<file path="src/hw/rtl/fssu_pkg.sv">
// shared types, constants and helpers for the seven-segment scanner
// no dependencies
package fssu_pkg;

   localparam int VALUE_W             = 32;
   localparam int DIGIT_W             = 4;
   localparam int SHOWN_DIGITS        = 4;
   localparam int BCD_W               = SHOWN_DIGITS * DIGIT_W;
   localparam int SEG_W               = 7;
   localparam int PERIOD_W            = 8;
   localparam int STEP_W              = $clog2(VALUE_W);
   localparam int DIGIT_COUNT_DEFAULT = 4;
   localparam int QUEUE_DEPTH         = 2;
   localparam int CSR_INDEX_W         = 1;
   localparam int CSR_DATA_W          = 8;

   localparam logic [PERIOD_W-1:0] PERIOD_RESET = 8'd250;

   typedef enum logic [CSR_INDEX_W-1:0] {
      CSR_INVERT       = 1'b0,
      CSR_BLINK_PERIOD = 1'b1
   } csr_index_type;

   typedef struct packed {
      logic                invert;
      logic [PERIOD_W-1:0] blink_period;
   } cfg_type;

   function automatic logic [SEG_W-1:0] seg_pattern(input logic [DIGIT_W-1:0] digit);
      logic [SEG_W-1:0] pattern;
      unique case (digit)
         4'd0:    pattern = 7'h3F;
         4'd1:    pattern = 7'h06;
         4'd2:    pattern = 7'h5B;
         4'd3:    pattern = 7'h4F;
         4'd4:    pattern = 7'h66;
         4'd5:    pattern = 7'h6D;
         4'd6:    pattern = 7'h7D;
         4'd7:    pattern = 7'h07;
         4'd8:    pattern = 7'h7F;
         4'd9:    pattern = 7'h6F;
         default: pattern = 7'h00;
      endcase
      return pattern;
   endfunction

   // add three to every decimal digit of five or more before the shift
   function automatic logic [BCD_W-1:0] bcd_adjust(input logic [BCD_W-1:0] bcd);
      logic [BCD_W-1:0] result;
      result = bcd;
      for (int i = 0; i < SHOWN_DIGITS; i++) begin
         if (bcd[i*DIGIT_W +: DIGIT_W] >= 4'd5) begin
            result[i*DIGIT_W +: DIGIT_W] = bcd[i*DIGIT_W +: DIGIT_W] + 4'd3;
         end
      end
      return result;
   endfunction

endpackage

</file>
<file path="src/hw/rtl/fssu_front.sv">
// front end: accepts scan-tick beats into a two-entry value queue
// depends on fssu_pkg
module fssu_front
   import fssu_pkg::*;
(
   input  logic               clock,
   input  logic               reset,
   input  logic               req_valid,
   output logic               req_ready,
   input  logic [VALUE_W-1:0] req_display_value,
   output logic               q_valid,
   input  logic               q_ready,
   output logic [VALUE_W-1:0] q_value
);

   localparam int PtrW   = (QUEUE_DEPTH > 1) ? $clog2(QUEUE_DEPTH) : 1;
   localparam int CountW = $clog2(QUEUE_DEPTH + 1);

   logic [VALUE_W-1:0] queue_ff [QUEUE_DEPTH];
   logic [PtrW-1:0]    wr_ptr_ff, wr_ptr_in;
   logic [PtrW-1:0]    rd_ptr_ff, rd_ptr_in;
   logic [CountW-1:0]  count_ff, count_in;
   logic               push, pop;

   assign req_ready = (count_ff != CountW'(QUEUE_DEPTH));
   assign q_valid   = (count_ff != '0);
   assign q_value   = queue_ff[rd_ptr_ff];
   assign push      = req_valid && req_ready;
   assign pop       = q_valid && q_ready;

   always_comb begin
      wr_ptr_in = wr_ptr_ff;
      rd_ptr_in = rd_ptr_ff;
      count_in  = count_ff;
      if (push) begin
         wr_ptr_in = (wr_ptr_ff == PtrW'(QUEUE_DEPTH - 1)) ? '0 : wr_ptr_ff + PtrW'(1);
      end
      if (pop) begin
         rd_ptr_in = (rd_ptr_ff == PtrW'(QUEUE_DEPTH - 1)) ? '0 : rd_ptr_ff + PtrW'(1);
      end
      if (push && !pop) begin
         count_in = count_ff + CountW'(1);
      end else if (pop && !push) begin
         count_in = count_ff - CountW'(1);
      end
   end

   always_ff @(posedge clock) begin
      if (reset) begin
         wr_ptr_ff <= '0;
         rd_ptr_ff <= '0;
         count_ff  <= '0;
      end else begin
         wr_ptr_ff <= wr_ptr_in;
         rd_ptr_ff <= rd_ptr_in;
         count_ff  <= count_in;
      end
   end

   always_ff @(posedge clock) begin
      if (push) begin
         queue_ff[wr_ptr_ff] <= req_display_value;
      end
   end

endmodule

</file>
<file path="src/hw/rtl/fssu_back.sv">
// back end: scan state, segment drive, result register and the
// shift-and-add-three decimal conversion; depends on fssu_pkg
module fssu_back
   import fssu_pkg::*;
#(
   parameter int DIGIT_COUNT = DIGIT_COUNT_DEFAULT
)
(
   input  logic               clock,
   input  logic               reset,
   input  cfg_type            cfg,
   input  logic               q_valid,
   output logic               q_ready,
   input  logic [VALUE_W-1:0] q_value,
   output logic               rsp_valid,
   input  logic               rsp_ready,
   output logic [3:0]         rsp_digit_enable,
   output logic [SEG_W-1:0]   rsp_segment_lines,
   output logic               rsp_point_line
);

   localparam int ScanW = (DIGIT_COUNT > 1) ? $clog2(DIGIT_COUNT) : 1;

   typedef enum logic [1:0] {
      ST_IDLE = 2'b01,
      ST_CONV = 2'b10
   } state_type;

   state_type             state_ff, state_in;
   logic [ScanW-1:0]      scan_ff, scan_in;
   logic [PERIOD_W-1:0]   blink_ff, blink_in;
   logic                  point_ff, point_in;
   logic [DIGIT_W-1:0]    digits_ff [SHOWN_DIGITS];
   logic [DIGIT_W-1:0]    digits_in [SHOWN_DIGITS];
   logic [VALUE_W-1:0]    val_ff, val_in;
   logic [BCD_W-1:0]      bcd_ff, bcd_in;
   logic [STEP_W-1:0]     step_ff, step_in;
   logic                  rsp_valid_ff, rsp_valid_in;
   logic [3:0]            enable_ff, enable_in;
   logic [SEG_W-1:0]      seg_ff, seg_in;
   logic                  pt_ff, pt_in;

   logic                  out_free, start, last_step;
   logic [ScanW+1:0]      scan_ext;
   logic [1:0]            pos;
   logic [DIGIT_W-1:0]    digit;
   logic                  point_next;
   logic [PERIOD_W:0]     blink_sum;
   logic [SEG_W-1:0]      seg_raw;
   logic [BCD_W-1:0]      bcd_adj, bcd_step;

   assign out_free  = !rsp_valid_ff || rsp_ready;
   assign start     = (state_ff == ST_IDLE) && q_valid && out_free;
   assign q_ready   = start;
   assign last_step = (step_ff == STEP_W'(VALUE_W - 1));

   assign scan_ext   = {2'b00, scan_ff};
   assign pos        = scan_ext[1:0];
   assign digit      = digits_ff[pos];
   assign point_next = point_ff ^ (blink_ff == '0);
   assign blink_sum  = {1'b0, blink_ff} + (PERIOD_W + 1)'(1);
   assign seg_raw    = seg_pattern(digit);
   assign bcd_adj    = bcd_adjust(bcd_ff);
   assign bcd_step   = {bcd_adj[BCD_W-2:0], val_ff[VALUE_W-1]};

   assign enable_in = ~(4'(1) << pos);
   assign seg_in    = cfg.invert ? ~seg_raw : seg_raw;
   assign pt_in     = ((pos == 2'd1) && point_next) ^ cfg.invert;

   always_comb begin
      state_in = state_ff;
      unique case (state_ff)
         ST_IDLE: begin
            if (start) begin
               state_in = ST_CONV;
            end
         end
         ST_CONV: begin
            if (last_step) begin
               state_in = ST_IDLE;
            end
         end
         default: state_in = ST_IDLE;
      endcase
   end

   always_comb begin
      scan_in  = scan_ff;
      blink_in = blink_ff;
      point_in = point_ff;
      val_in   = val_ff;
      bcd_in   = bcd_ff;
      step_in  = step_ff;
      for (int i = 0; i < SHOWN_DIGITS; i++) begin
         digits_in[i] = digits_ff[i];
      end
      if (start) begin
         point_in = point_next;
         blink_in = (blink_sum >= {1'b0, cfg.blink_period}) ? '0 : blink_sum[PERIOD_W-1:0];
         scan_in  = (scan_ff == ScanW'(DIGIT_COUNT - 1)) ? '0 : scan_ff + ScanW'(1);
         val_in   = q_value;
         bcd_in   = '0;
         step_in  = '0;
      end else if (state_ff == ST_CONV) begin
         val_in  = val_ff << 1;
         bcd_in  = bcd_step;
         step_in = step_ff + STEP_W'(1);
         if (last_step) begin
            // first digit is the thousands
            for (int i = 0; i < SHOWN_DIGITS; i++) begin
               digits_in[i] = bcd_step[(SHOWN_DIGITS - 1 - i)*DIGIT_W +: DIGIT_W];
            end
         end
      end
   end

   always_comb begin
      rsp_valid_in = rsp_valid_ff;
      if (start) begin
         rsp_valid_in = 1'b1;
      end else if (rsp_ready) begin
         rsp_valid_in = 1'b0;
      end
   end

   always_ff @(posedge clock) begin
      if (reset) begin
         state_ff     <= ST_IDLE;
         scan_ff      <= '0;
         blink_ff     <= '0;
         point_ff     <= 1'b0;
         step_ff      <= '0;
         rsp_valid_ff <= 1'b0;
         for (int i = 0; i < SHOWN_DIGITS; i++) begin
            digits_ff[i] <= '0;
         end
      end else begin
         state_ff     <= state_in;
         scan_ff      <= scan_in;
         blink_ff     <= blink_in;
         point_ff     <= point_in;
         step_ff      <= step_in;
         rsp_valid_ff <= rsp_valid_in;
         for (int i = 0; i < SHOWN_DIGITS; i++) begin
            digits_ff[i] <= digits_in[i];
         end
      end
   end

   always_ff @(posedge clock) begin
      val_ff <= val_in;
      bcd_ff <= bcd_in;
      if (start) begin
         enable_ff <= enable_in;
         seg_ff    <= seg_in;
         pt_ff     <= pt_in;
      end
   end

   assign rsp_valid         = rsp_valid_ff;
   assign rsp_digit_enable  = enable_ff;
   assign rsp_segment_lines = seg_ff;
   assign rsp_point_line    = pt_ff;

endmodule

</file>
<file path="src/hw/rtl/four_digit_seven_segment_scanner_unit.sv">
// top level of the multiplexed four-digit seven-segment scanner
// depends on fssu_pkg, fssu_front and fssu_back
//
// Each req beat is one scan tick carrying a 32-bit value. The rsp beat for a
// tick drives one digit (its enable low) with the a-g pattern and point of
// the digits stored by the previous tick; the value's low four decimal
// digits are then stored for the next tick.
// The csr channel writes register 0 (segment and point inversion) and
// register 1 (blink period in ticks); csr_ready is always high. The user must
// make writes only while no tick is in flight; the block does not enforce it.
// A req beat is first written into the front queue; when the back end is idle
// and the result register is free, it is issued and its result registered.
// The back end takes the next tick only after the decimal conversion, which
// follows the issue and shifts one value bit per cycle through all 32 bits.
// The front queue holds two further ticks meanwhile.
// A stalled rsp beat holds its payload; the back end waits with the next tick
// until the result register is free, and req_ready drops once the queue is
// full.
// Reset clears the stored digits to zero, the scan index, blink count and
// point, and loads inversion on and a blink period of 250.
module four_digit_seven_segment_scanner_unit
   import fssu_pkg::*;
#(
   parameter int DIGIT_COUNT = DIGIT_COUNT_DEFAULT
)
(
   input  logic                   clock,
   input  logic                   reset,
   input  logic                   csr_valid,
   output logic                   csr_ready,
   input  logic [CSR_INDEX_W-1:0] csr_index,
   input  logic [CSR_DATA_W-1:0]  csr_wdata,
   input  logic                   req_valid,
   output logic                   req_ready,
   input  logic [VALUE_W-1:0]     req_display_value,
   output logic                   rsp_valid,
   input  logic                   rsp_ready,
   output logic [3:0]             rsp_digit_enable,
   output logic [SEG_W-1:0]       rsp_segment_lines,
   output logic                   rsp_point_line
);

   logic                invert_ff, invert_in;
   logic [PERIOD_W-1:0] period_ff, period_in;
   cfg_type             cfg;
   logic                q_valid, q_ready;
   logic [VALUE_W-1:0]  q_value;

   assign csr_ready = 1'b1;

   always_comb begin
      invert_in = invert_ff;
      period_in = period_ff;
      if (csr_valid && csr_ready) begin
         unique case (csr_index_type'(csr_index))
            CSR_INVERT:       invert_in = csr_wdata[0];
            CSR_BLINK_PERIOD: period_in = csr_wdata[PERIOD_W-1:0];
            default:          invert_in = invert_ff;
         endcase
      end
   end

   always_ff @(posedge clock) begin
      if (reset) begin
         invert_ff <= 1'b1;
         period_ff <= PERIOD_RESET;
      end else begin
         invert_ff <= invert_in;
         period_ff <= period_in;
      end
   end

   assign cfg.invert       = invert_ff;
   assign cfg.blink_period = period_ff;

   fssu_front u_front (
      .clock             (clock),
      .reset             (reset),
      .req_valid         (req_valid),
      .req_ready         (req_ready),
      .req_display_value (req_display_value),
      .q_valid           (q_valid),
      .q_ready           (q_ready),
      .q_value           (q_value)
   );

   fssu_back #(
      .DIGIT_COUNT (DIGIT_COUNT)
   ) u_back (
      .clock             (clock),
      .reset             (reset),
      .cfg               (cfg),
      .q_valid           (q_valid),
      .q_ready           (q_ready),
      .q_value           (q_value),
      .rsp_valid         (rsp_valid),
      .rsp_ready         (rsp_ready),
      .rsp_digit_enable  (rsp_digit_enable),
      .rsp_segment_lines (rsp_segment_lines),
      .rsp_point_line    (rsp_point_line)
   );

endmodule

</file>
<file path="config.mk">
export PLATFORM = sky130hd
export DESIGN_NAME = four_digit_seven_segment_scanner_unit
export DESIGN_NICKNAME = d
export VERILOG_FILES = /design/src/hw/rtl/fssu_pkg.sv /design/src/hw/rtl/fssu_front.sv /design/src/hw/rtl/fssu_back.sv /design/src/hw/rtl/four_digit_seven_segment_scanner_unit.sv
export SDC_FILE = /design/constraint.sdc
export NUM_CORES = 1
export LEC_CHECK = 0
export ABC_CLOCK_PERIOD_IN_PS = 3950
export BUFFER_PORTS_ARGS = -buffer_cell sky130_fd_sc_hd__buf_2
export CORE_ASPECT_RATIO = 0.6
export CORE_MARGIN = 5
export CORE_UTILIZATION = 50
export CTS_CLUSTER_SIZE = 24
export DETAILED_ROUTE_END_ITERATION = 12
export PLACE_DENSITY = 0.69
export SYNTH_ARGS = -nofsm -noshare
export SYNTH_HDL_FRONTEND = slang
export SYNTH_HIERARCHICAL = 1
export SYNTH_SLANG_ARGS = --single-unit
</file>
<file path="constraint.sdc">
create_clock -name clock -period 3.95 [get_ports clock]
set_clock_uncertainty 0.15 [all_clocks]
set_input_delay 0.79 -clock clock [delete_from_list [all_inputs] [get_ports clock]]
set_output_delay 0.79 -clock clock [all_outputs]
set_load 0.01 [all_outputs]
</file>
### After elaboration in Yosys (flattened, before gate mapping)

Memories as Yosys holds them, arrays and structs flattened. A register that Yosys moved wholly into a read port is not among the register bits.
Index checks and enable logic that the tools add are counted.

* add/subtract/negate cells: 11
* magnitude comparators: 5
* equality and inequality tests: 11
* shift-type cells: 1
* muxes and demuxes: 34
* bitwise logic cells: 9
* reductions and logical operators: 21

Operators with widths (count)
* 2-to-1 mux 32 bit: 2
* 2-to-1 mux 16 bit: 3
* 2-to-1 mux 4 bit: 7
* >= comparator 4 x 3 -> 1 bit, second input constant: 4
* 2-to-1 mux 2 bit: 7
* adder 4 x 2 -> 4 bit, second input constant: 3
* 2-to-1 mux 1 bit: 11
* adder 8 x 1 -> 9 bit, second input constant: 1
* >= comparator 9 x 8 -> 1 bit: 1
* zero test 8 bit: 1
* 2-to-1 mux 8 bit: 1
* nonzero test 2 bit: 4
* logical AND 1 bit: 7
* 2-to-1 mux 7 bit: 1
* NOT 7 bit: 1
* inequality test 2 bit, second input constant: 3
* AND reduction 2 bit: 3
* adder 5 x 1 -> 5 bit, second input constant: 1
* equality test 5 bit, second input constant: 1
* adder 2 x 1 -> 2 bit, second input constant: 2
* equality test 2 x 1 -> 1 bit, second input constant: 2
* equality test 2 bit, second input constant: 2
* NOT 4 bit: 1
* bitwise OR 1 bit: 4
* other kinds (15): 19

* bits in registers: 92
* RAM bits: 80
* bits in read-only memories: 112
* input bits: 46
* output and inout port bits: 15
* word-level logic and storage cells: 111
* memories kept: 3

Memories
* (name not given): words 16, bits a word 7, read ports 1, clocked after memory_dff 0, write ports 0, line fssu_pkg.sv:31 `unique case (digit)`
* u_front.queue_ff: words 2, bits a word 32, read ports 1, clocked after memory_dff 1, write ports 1, line fssu_front.sv:19 `logic [VALUE_W-1:0] queue_ff [QUEUE_DEPTH];`
* u_back.digits_ff: words 4, bits a word 4, read ports 1, clocked after memory_dff 1, write ports 4, line fssu_back.sv:33 `logic [DIGIT_W-1:0] digits_ff [SHOWN_DIGITS];`

### Depth between registers and ports, before layout

* word-level depth: 7
* depth in mapped cells: 12
* depth with buffers taken out: 10

### By module

Netlist, hierarchy kept.

Modules (own cells, without submodules)
* fssu_back: times used 1, cells each 500, area an instance 4898.4 um2, sequential area each 2542.4 um2
* fssu_front: times used 1, cells each 124, area an instance 2524.9 um2, sequential area each 2021.9 um2
* four_digit_seven_segment_scanner_unit: times used 1, cells each 37, area an instance 374.1 um2, sequential area each 180.2 um2

### Worst setup path before layout

Ideal clock, no wire load.

* kind: input port to flip-flop
* start point: input rsp_ready
* end point: register u_front.count_ff[1]
* setup time: 0.070 ns
* data arrival time: 2.999 ns
* data required time: 3.730 ns
* setup slack: 0.732 ns
* stages: 9
* path buffers: 2
* cell sequence: nand2b_1 > nand2b_1 > inv_1 > clkbuf_1 > clkbuf_1 > o21ai_0 > ha_1 > or3_1 > a21oi_1

* longest elaborated chain between the ends: 6
* elaborated cells between the ends (all ways): 8
* classes of those cells: mux: 1; reduce/logical: 7

Ends and longest elaborated chain
* start: declaration: line four_digit_seven_segment_scanner_unit.sv:37 `input logic rsp_ready,`
* logical OR 1 bit (*): line fssu_back.sv:52 `assign out_free = !rsp_valid_ff || rsp_ready;`
* logical AND 1 bit (*): line fssu_back.sv:53 `assign start = (state_ff == ST_IDLE) && q_valid && out_free;`
* named net q_ready: line four_digit_seven_segment_scanner_unit.sv:46 `logic q_valid, q_ready;`
* logical AND 1 bit (*): line fssu_front.sv:29 `assign pop = q_valid && q_ready;`
* zero test 1 bit: line fssu_front.sv:41 `if (push && !pop) begin`
* logical AND 1 bit: line fssu_front.sv:41
* 2-to-1 mux 2 bit / nonzero test 2 bit (equally long branches)
* end signal: assignment: line fssu_front.sv:56 `count_ff <= count_in;`
* end: declaration: line fssu_front.sv:22 `logic [CountW-1:0] count_ff, count_in;`

Mark *: on every way through the listed nets, which the timed path passes. The rest lies on a longest branch.
A chain may end at the register's enable or synchronous reset.

### Final worst setup path

* start point: register u_back.blink_ff[0]
* end point: register u_back.blink_ff[5]

* longest elaborated chain between the ends: 3

Ends and longest elaborated chain
* start: declaration: line fssu_back.sv:31 `logic [PERIOD_W-1:0] blink_ff, blink_in;`
* start signal: assignment: line fssu_back.sv:140 `blink_ff <= blink_in;`
* adder 8 x 1 -> 9 bit (*): line fssu_back.sv:61 `assign blink_sum = {1'b0, blink_ff} + (PERIOD_W + 1)'(1);`
* >= comparator 9 x 8 -> 1 bit: line fssu_back.sv:99 `blink_in = (blink_sum >= {1'b0, cfg.blink_period}) ? '0 : blink_sum[PERIOD_W-1:0];`
* 2-to-1 mux 8 bit (*): line fssu_back.sv:99

Mark *: on every way between the ends. The rest lies on a longest branch, timed or not.

==> results.toml <==
[outcome]
status = "finished clean"

[power_and_ir_drop]
power.density_nw_per_um2 = 699
irDropWorstVdd_mv = 0.350
finalPower_w = 0.00616
leakage_nw = 3.40

[worst_setup_path]
cp.required_ns = 4.14
r2r-end = "u_back/blink_ff[5]"
rrSetupSlack_ns = 0.94
crit_path_max_fanout = 12
cp-end-kind = "flip-flop"
rr_startpoint = "u_back/blink_ff[0]"
r2r_cells = 11
criticalPathCategory = "reg -> reg"
critPathArrivalTime_ns = 3.19
start_kind = "flip-flop"

[logic_synthesis]
synthCells = 661
synth-warning-count = 6
avgSynthCellArea_um2 = 11.8
synth_edf_count = 124
yosysTopAreaCell = "edfxtp_1"
synthArstFlopShare_pct = 0
synthFlopType = "edfxtp_1"
synth.net_count = 738
yosysUniqueCellTypes = 49
yosysMostFrequentCell = "edfxtp_1"
ys_ff_latch = 175
synth_area_um2 = 7800
synthTopCellsByCount = "124 x edfxtp_1, 116 x nand2_1, 51 x dfxtp_1"
netlist.area_leader.share_pct = 47.8
synth_area_leaders = "edfxtp_1 48%, dfxtp_1 13%, nand2_1 5.6%"
synth-seq-area-share_pct = 60.8

[sta]
worst_hold_slack_ns = 0.314
relSlewSlack_pct = 46.7
slew_violations = 0
min_period_ns = 3.01
hold_viol_final = 0
setup_viol = 0
grt_setup_unrepaired = "false"
timing.setup.tns_ns = 0
tightest_slew_ns = 0.799
fmax_mhz = 333
post-route-period-util_pct = 76.1

[floorplan]
initial_utilization_pct = 50.9
dieWidth_um = 171
die_area_um2 = 18300
die_height_um = 107
core.rowCount = 35
io_pins = 61
core-area_um2 = 15300

[detailed_routing]
ant_nets = 0
first_iter_violations = 397
met1Wirelength_um = 6950
drt-wirelength-per-cell_um = 15.7
vias = 4937
wirelength_um = 14500
vias_per_cell = 5.33
dr.max_layer_used = "met4"
wl_met3_um = 748
post-route-drc-count = 0
wl_met2_um = 6690
first_pass_iters = 7

[global_routing]
antenna_found_initial = 0
grt_max_degree = 57
grt_pass1_wl_um = 23900
track_usage_pct = 16.4
grt_pass1_vias = 4842
grt_overflow_total = 0

[worst_hold_path]
min_path_type = "reg -> reg"
hold_path_end = "period_ff[1]"
hp-start = "period_ff[1]"
whs_path_depth = 1

[job]
cap_violations = 0

[clock_tree]
h-tree-depth = 4
ctsResizeCount = 0
clockBufferDepth = 2
clockRootBuffer = "clkbuf_16"
cts_hold_buf = 0
numCtsBuffers = 17
clk_latency_ns = 0.42
path_clk_slew_ns = 0.07
cts_setup_buffers = 0
cts.sinks = 175
cts_tree = "done"

[final_layout]
num-nets-final = 788
layout-drive-gt1-share_pct = 21.5
fillCellCount = 1260
post-route-util_pct = 57.5
num_antenna_cells = 0
syn_to_final_growth_pct = 13.1

[placement]
dp_hpwl_um = 9620
place_congestion = 0.816
numPortBuffers = 59
## layer usage
| metal | track usage (%) | vias up |
|---|---|---|
| met3 | 3.54 | 13 |
| met1 | 23.4 | 2371 |
| met2 | 25.9 | 144 |
| met5 | 0 | - |
| li1 | - | 2409 |
| met4 | 4.30 | 0 |
## worst max-delay path by stage
stage,slack [ns],from,depth (start not counted),endpoint
after CTS,1.07,u_back/blink_ff[0],11,u_back/blink_ff[5]
after detailed placement,1.14,u_back/blink_ff[0],11,u_back/blink_ff[5]
after global placement,1.29,u_back/blink_ff[0],11,u_back/blink_ff[5]
after floorplan,0.73,rsp_ready,9,u_front/count_ff[1]
after global routing,0.81,u_back/blink_ff[0],11,u_back/blink_ff[4]
final,0.94,u_back/blink_ff[0],11,u_back/blink_ff[5]
## layout make-up
type	count	area [um2]	area share, %
Clock buffer	17	425	4.83
Timing Repair Buffer	67	355	4.03
Multi-Input combinational cell	417	2750	31.2
Inverter	33	124	1.41
Clock inverter	15	165	1.87
Tap cell	203	254	2.88
Sequential cell	175	4740	53.8
## power breakdown
group          switching [W]  total (W)  internal [W]
clock               0.000747    0.00165      0.000902
sequential          0.000155    0.00274       0.00258
combinational        0.00114    0.00177      0.000635
total                0.00204    0.00616       0.00412
## per-stage QoR
stage / worst slack, ns / instance area [um2] / cells
5_1_grt: 0.812 / 8820 / 927
4_1_cts: 1.07 / 8820 / 927
3_5_place_dp: 1.14 / 8230 / 895
3_3_place_gp: 1.29 / 8230 / 895
6_report: 0.945 / 8820 / 927
2_1_floorplan: 0.732 / 7800 / 661
## layout by cell type, fill, tap and decap left out, drive strengths merged, types with 4 or more instances in the layout
cell type / netlist / layout
a211o: 7 / 7
a21oi: 24 / 24
a31oi: 4 / 4
and3: 10 / 10
buf: 18 / 67
clkbuf: 18 / 17
clkinv: 0 / 4
dfxtp: 51 / 51
edfxtp: 124 / 124
ha: 31 / 31
inv: 33 / 42
mux2: 37 / 37
mux2i: 5 / 5
mux4: 4 / 4
nand2: 117 / 117
nand2b: 9 / 9
nand3: 18 / 18
nand4: 8 / 8
nor2: 32 / 32
nor2b: 7 / 7
nor3: 22 / 22
o21ai: 25 / 25
o22ai: 5 / 5
xnor2: 15 / 15
xor2: 12 / 12
## state kept, by name (all words and copies together) (netlist names), named ones only
register / cells
u_front/queue_ff: 64
u_back/val_ff: 32
u_back/bcd_ff: 16
u_back/digits_ff: 16
period_ff: 8
u_back/blink_ff: 8
u_back/rsp_segment_lines: 7
u_back/step_ff: 5
u_back/rsp_digit_enable: 4
u_back/pos: 2
u_back/state_ff: 2
u_front/count_ff: 2
invert_ff: 1
u_back/point_ff: 1
u_back/rsp_point_line: 1
u_back/rsp_valid: 1
u_front/rd_ptr_ff: 1
u_front/wr_ptr_ff: 1
## cells by family (layout without fill, tap and decap cells)
family                   Yosys count  count (layout)  share of synthesized area, %
AND/OR/NAND/NOR                  240             240                          14.4
buffers and inverters             69             132                          3.96
XOR/XNOR                          27              27                          3.03
AO/OA/AOI/OAI                     72              72                          5.57
flip-flops                       175             175                          60.8
adder cells (fa/ha/maj)           31              31                          4.97
multiplexers                      46              46                          7.14
other                              1               1                        0.0481
## worst max-delay path, cell delays in order, from the launching register on
cell and delay (ns):
dfxtp_1 0.42, ha_1 0.27, nand3_1 0.25, or2_2 0.41, xnor2_1 0.22, ha_1 0.29
a21oi_1 0.14, o22ai_1 0.09, nor3_1 0.16, buf_4 0.22, nand4_1 0.10, a31oi_1 0.20
Note: power is estimated with default switching activity, not from simulation.
